===== src/design/gses_pkg.sv =====
// Package for the grayscale Sobel edge stream: widths, defaults, gray and sqrt helpers.
// No dependencies.
package gses_pkg;
   localparam int MaxLinePixels  = 2048;
   localparam int MaxFrameLines  = 2048;
   localparam int CsrWidth       = 12;
   localparam int CoordWidth     = 11;
   localparam int SqrtCells      = 8;
   localparam logic [CsrWidth-1:0] ResetWidth  = 12'd640;
   localparam logic [CsrWidth-1:0] ResetHeight = 12'd480;

   typedef enum logic [0:0] {
      CSR_IMAGE_WIDTH  = 1'b0,
      CSR_IMAGE_HEIGHT = 1'b1
   } csr_index_type;

   // one sqrt digit step: remainder, root and tag move through the cell row
   typedef struct packed {
      logic                  valid;
      logic [16:0]           rem;
      logic [15:0]           root;
      logic                  sat;
      logic [CoordWidth-1:0] row;
      logic [CoordWidth-1:0] col;
      logic                  last;
   } sqrt_word_type;

   function automatic logic [7:0] gray_of(input logic [7:0] r, input logic [7:0] g,
                                          input logic [7:0] b);
      logic [15:0] s;
      s = 16'(r) * 16'd77 + 16'(g) * 16'd150 + 16'(b) * 16'd29;
      return s[15:8];
   endfunction
endpackage


===== src/design/gses_sqrt_cell.sv =====
// One cell of the square root chain: retires one root bit per cycle while advance is high.
// Depends on gses_pkg.
module gses_sqrt_cell import gses_pkg::*; #(
   parameter int unsigned Step = 0
) (
   input  logic          clock,
   input  logic          reset,
   input  logic          advance,
   input  sqrt_word_type word_in,
   output sqrt_word_type word_out
);
   localparam logic [16:0] Bit = 17'(1) << (14 - 2*Step);
   sqrt_word_type word_ff, word_in_nx;
   logic [16:0] trial;

   always_comb begin
      word_in_nx = word_in;
      trial = 17'(word_in.root) + Bit;
      if (word_in.rem >= trial) begin
         word_in_nx.rem  = word_in.rem - trial;
         word_in_nx.root = 16'((17'(word_in.root) >> 1) + Bit);
      end else begin
         word_in_nx.root = word_in.root >> 1;
      end
   end

   always_ff @(posedge clock) begin
      if (reset) begin
         word_ff.valid <= 1'b0;
      end else if (advance) begin
         word_ff <= word_in_nx;
      end
   end

   assign word_out = word_ff;
endmodule


===== config.mk =====
export PLATFORM = sky130hd
export DESIGN_NAME = gses_sqrt_cell
export DESIGN_NICKNAME = d
export VERILOG_FILES = /design/src/design/gses_pkg.sv /design/src/design/gses_sqrt_cell.sv
export SDC_FILE = /design/constraint.sdc
export NUM_CORES = 1
export LEC_CHECK = 0
export ABC_AREA = 1
export BUFFER_PORTS_ARGS = -buffer_cell sky130_fd_sc_hd__buf_4
export CAP_MARGIN = 10
export CORE_MARGIN = 1.5
export CORE_UTILIZATION = 50
export CTS_BUF_LIST = sky130_fd_sc_hd__clkbuf_16
export DETAILED_ROUTE_END_ITERATION = 12
export PLACE_DENSITY = 0.93
export SETUP_SLACK_MARGIN = 0.1
export SYNTH_ARGS = -nofsm -noshare
export SYNTH_HDL_FRONTEND = slang
export SYNTH_SLANG_ARGS = --single-unit

===== constraint.sdc =====
create_clock -name clock -period 3.85 [get_ports clock]
set_clock_uncertainty 0.15 [all_clocks]
set_input_delay 0.385 -clock clock [delete_from_list [all_inputs] [get_ports clock]]
set_output_delay 0.385 -clock clock [all_outputs]
set_load 0.02 [all_outputs]

==> impl_metrics.csv <==
group,metric,value,unit
power_and_ir_drop,p_total,0.00191,W
floorplan,dieArea,7020,µm²
global_routing,antenna_found_initial,0,
global_routing,grt_overflow,0,
worst_setup_path,end_kind,"flip-flop",
power_and_ir_drop,power_density,426,nW/µm²
worst_setup_path,r2r-start,"word_out[57]",
sta,relSlewSlack,61.9,%
worst_setup_path,reg2reg_depth,2,
sta,fin_crit_sh,70.9,%
finish,drive_above_1_share,32.1,%
worst_setup_path,worstReg2RegEnd,"word_out[57]",
placed_design,place_ws,0.831,ns
sta,drv_slew,0,
floorplan,num_rows,29,
yosys,yosys.area.top_type,"edfxtp_1",
yosys,synthFlopType,"edfxtp_1",
placed_design,dp_hpwl,6.24,mm
clocking,cts_tree,"built",
finish,insertedDiodeCount,0,
finish,largest_reg_flops,58,
routing,wl_per_cell,14.6,µm
sta,timing.final.ws_setup,1.12,ns
sta,tightest_slew,0.572,ns
sta,setup_tns,0,ns
sta,finalHoldViolCount,0,
clocking,cts_setup_buffers,0,
worst_setup_path,crit_path_start_kind,"input pin",
yosys,syn_inst,356,
worst_setup_path,crit_required,3.76,ns
yosys,synth-edff-count,57,
power_and_ir_drop,ir_drop,0.288,mV
clocking,cts_sinks,58,
sta,timing.fmax,366,MHz
routing,drc,0,
yosys,ys_seq_area_share,53.1,%
worst_setup_path,arrival,2.64,ns
clocking,ctsRootBufferMaster,"clkbuf_16",
global_routing,grt_pass1_wl,13.1,mm
worst_setup_path,crit_type,"input pin to flip-flop",
finish,fin_util,70.9,%
clocking,cts_resized,0,
min_path,min_path_type,"input pin to flip-flop",
yosys,syn_nets,436,
worst_setup_path,cp-startpoint,"word_in[38]",
worst_setup_path,r2r_setup_slack,3.08,ns
floorplan,io_pins,119,
worst_setup_path,crit_end,"word_out[39]",
finish,nets,561,
run_status,status,"finished, final reports clean",
finish,multi_input_area,1240,µm²
yosys,syn_area,3260,µm²
routing,antenna_left,0,
yosys,async_reset_ff_share,0,%
finish,area_delta_synth_final,37.2,%
floorplan,start_util,51.7,%
clocking,cts_buffers,9,
routing,routed_via_density,4.99,
routing,drtPass1Iterations,4,
floorplan,fp.dieH,83.8,µm
clocking,htree_levels,3,
global_routing,grt_pass1_vias,2675,
yosys,ys_top_cells_by_area,"edfxtp_1 52%, nand2_1 14%, inv_1 7.6%",
clocking,clock_latency,0.32,ns
placed_design,port_buffers,118,
clocking,ctsHoldBuffers,0,
yosys,postSynthAreaPerCell,9.17,µm²
worst_setup_path,crit_fanout,21,
routing,route.vias.total,2808,
global_routing,grt_use_total,23.8,%
global_routing,grt_start_max_net_pins,40,
yosys,netlist.area_leader.share,52.5,%
sta,finalSetupViolations,0,
clocking,clk_pin_slew_worst_paths,0.05,ns
routing,drtIter0Drc,149,
sta,fin_crit,2.73,ns
clocking,clockBufferDepth,2,
floorplan,die_x,83.8,µm
finish,ff_latch_area,1730,µm²
yosys,synth_warnings,0,
routing,wirelength,8.21,mm
placed_design,gp_congestion,0.866,
finish,fill_cells,456,
sta,rsz0062_at_grt,"false",
floorplan,core,6310,µm²
run,maxCapViolCount,0,
yosys,ys_ff_latch,58,
power_and_ir_drop,p_leak,2.26,nW
yosys,synth_cell_types,26,
==> critical path, cell delays in order <==
cell and delay, ns:
buf_4 0.12, ha_1 0.27, inv_1 0.04, ha_1 0.32, nand2_1 0.14, nor2_1 0.06
nor2_1 0.08, nand2_1 0.07, nor2_2 0.47, nand2_4 0.32, inv_1 0.30, nor2_1 0.07
==> cell usage in the layout, fill, tap and decap left out, types with 3 or more instances in the layout <==
cell type	count
a21oi_1	10
buf_4	119
clkbuf_16	9
clkinv_1	3
edfxtp_1	57
ha_1	18
inv_1	66
nand2_1	125
nand2_2	5
nand3_1	17
nand3_2	9
nand3b_1	6
nor2_1	12
nor2_2	4
nor3_1	3
xor2_1	5
==> per-layer routing <==
layer	vias up	track usage (%)	wire length (µm)
met2	110	41.5	4180
met4	0	6.11	74
met3	8	6.13	619
met1	1301	29.5	3340
met5	-	0	0
li1	1389	-	-
==> where the power goes <==
| group | internal (W) | switching, W | total [W] | leakage [nW] |
|---|---|---|---|---|
| Sequential | 0.000759 | 0.0000153 | 0.000774 | 0.540 |
| Clock | 0.000424 | 0.000259 | 0.000683 | 0.124 |
| Combinational | 0.000183 | 0.000267 | 0.000450 | 1.60 |
| Total | 0.00137 | 0.000541 | 0.00191 | 2.26 |
==> worst min-delay path by stage <==
stage	from	endpoint	slack (ns)	depth (start not counted)
6_report	word_in[3]	word_out[3]	0.09	1
5_1_grt	word_in[23]	word_out[23]	0.08	1
4_1_cts	word_in[3]	word_out[3]	0.09	1
3_5_place_dp	word_out[57]	word_out[57]	0.34	2
3_3_place_gp	word_out[57]	word_out[57]	0.29	2
2_1_floorplan	reset	word_out[57]	0.30	1
==> synth_stat cells (2+ instances only) <==
library cell	n
nand3b_1	6
nand3_1	17
xnor2_1	2
edfxtp_1	57
nor2_2	4
a21oi_1	10
nor3_1	3
inv_1	66
nand4_1	2
nand2_1	125
ha_1	18
buf_2	3
nand2_2	5
xor2_1	5
o21ai_2	2
nand3_2	9
nor2_1	13
==> stage by stage <==
stage | hold slack [ns] | instances | instance area, µm²
after CTS | 0.0881 | 563 | 4480
final | 0.0917 | 563 | 4480
after detailed placement | 0.337 | 547 | 4210
after floorplan | 0.304 | 356 | 3260
after global placement | 0.294 | 547 | 4210
after global routing | 0.0848 | 563 | 4480
==> layout make-up <==
cell class / instances / area share [%]
tap: 77 / 2.15
clock buffer: 9 / 5.03
multi-input combinational: 227 / 27.8
timing repair buffer: 119 / 20.0
sequential: 58 / 38.7
clock inverter: 7 / 0.811
inverter: 66 / 5.54
==> logic make-up (layout without fill, tap and decap cells) <==
| family | count (synthesis) | in the layout | share of synthesized area (%) |
|---|---|---|---|
| flip-flops | 58 | 58 | 53.1 |
| adder cells (fa/ha/maj) | 19 | 19 | 7.52 |
| AO/OA/AOI/OAI | 13 | 13 | 2.30 |
| buffers and inverters | 71 | 201 | 9.01 |
| XOR/XNOR | 7 | 7 | 1.88 |
| AND/OR/NAND/NOR | 188 | 188 | 26.2 |
Note: power is estimated with default switching activity, not from simulation.
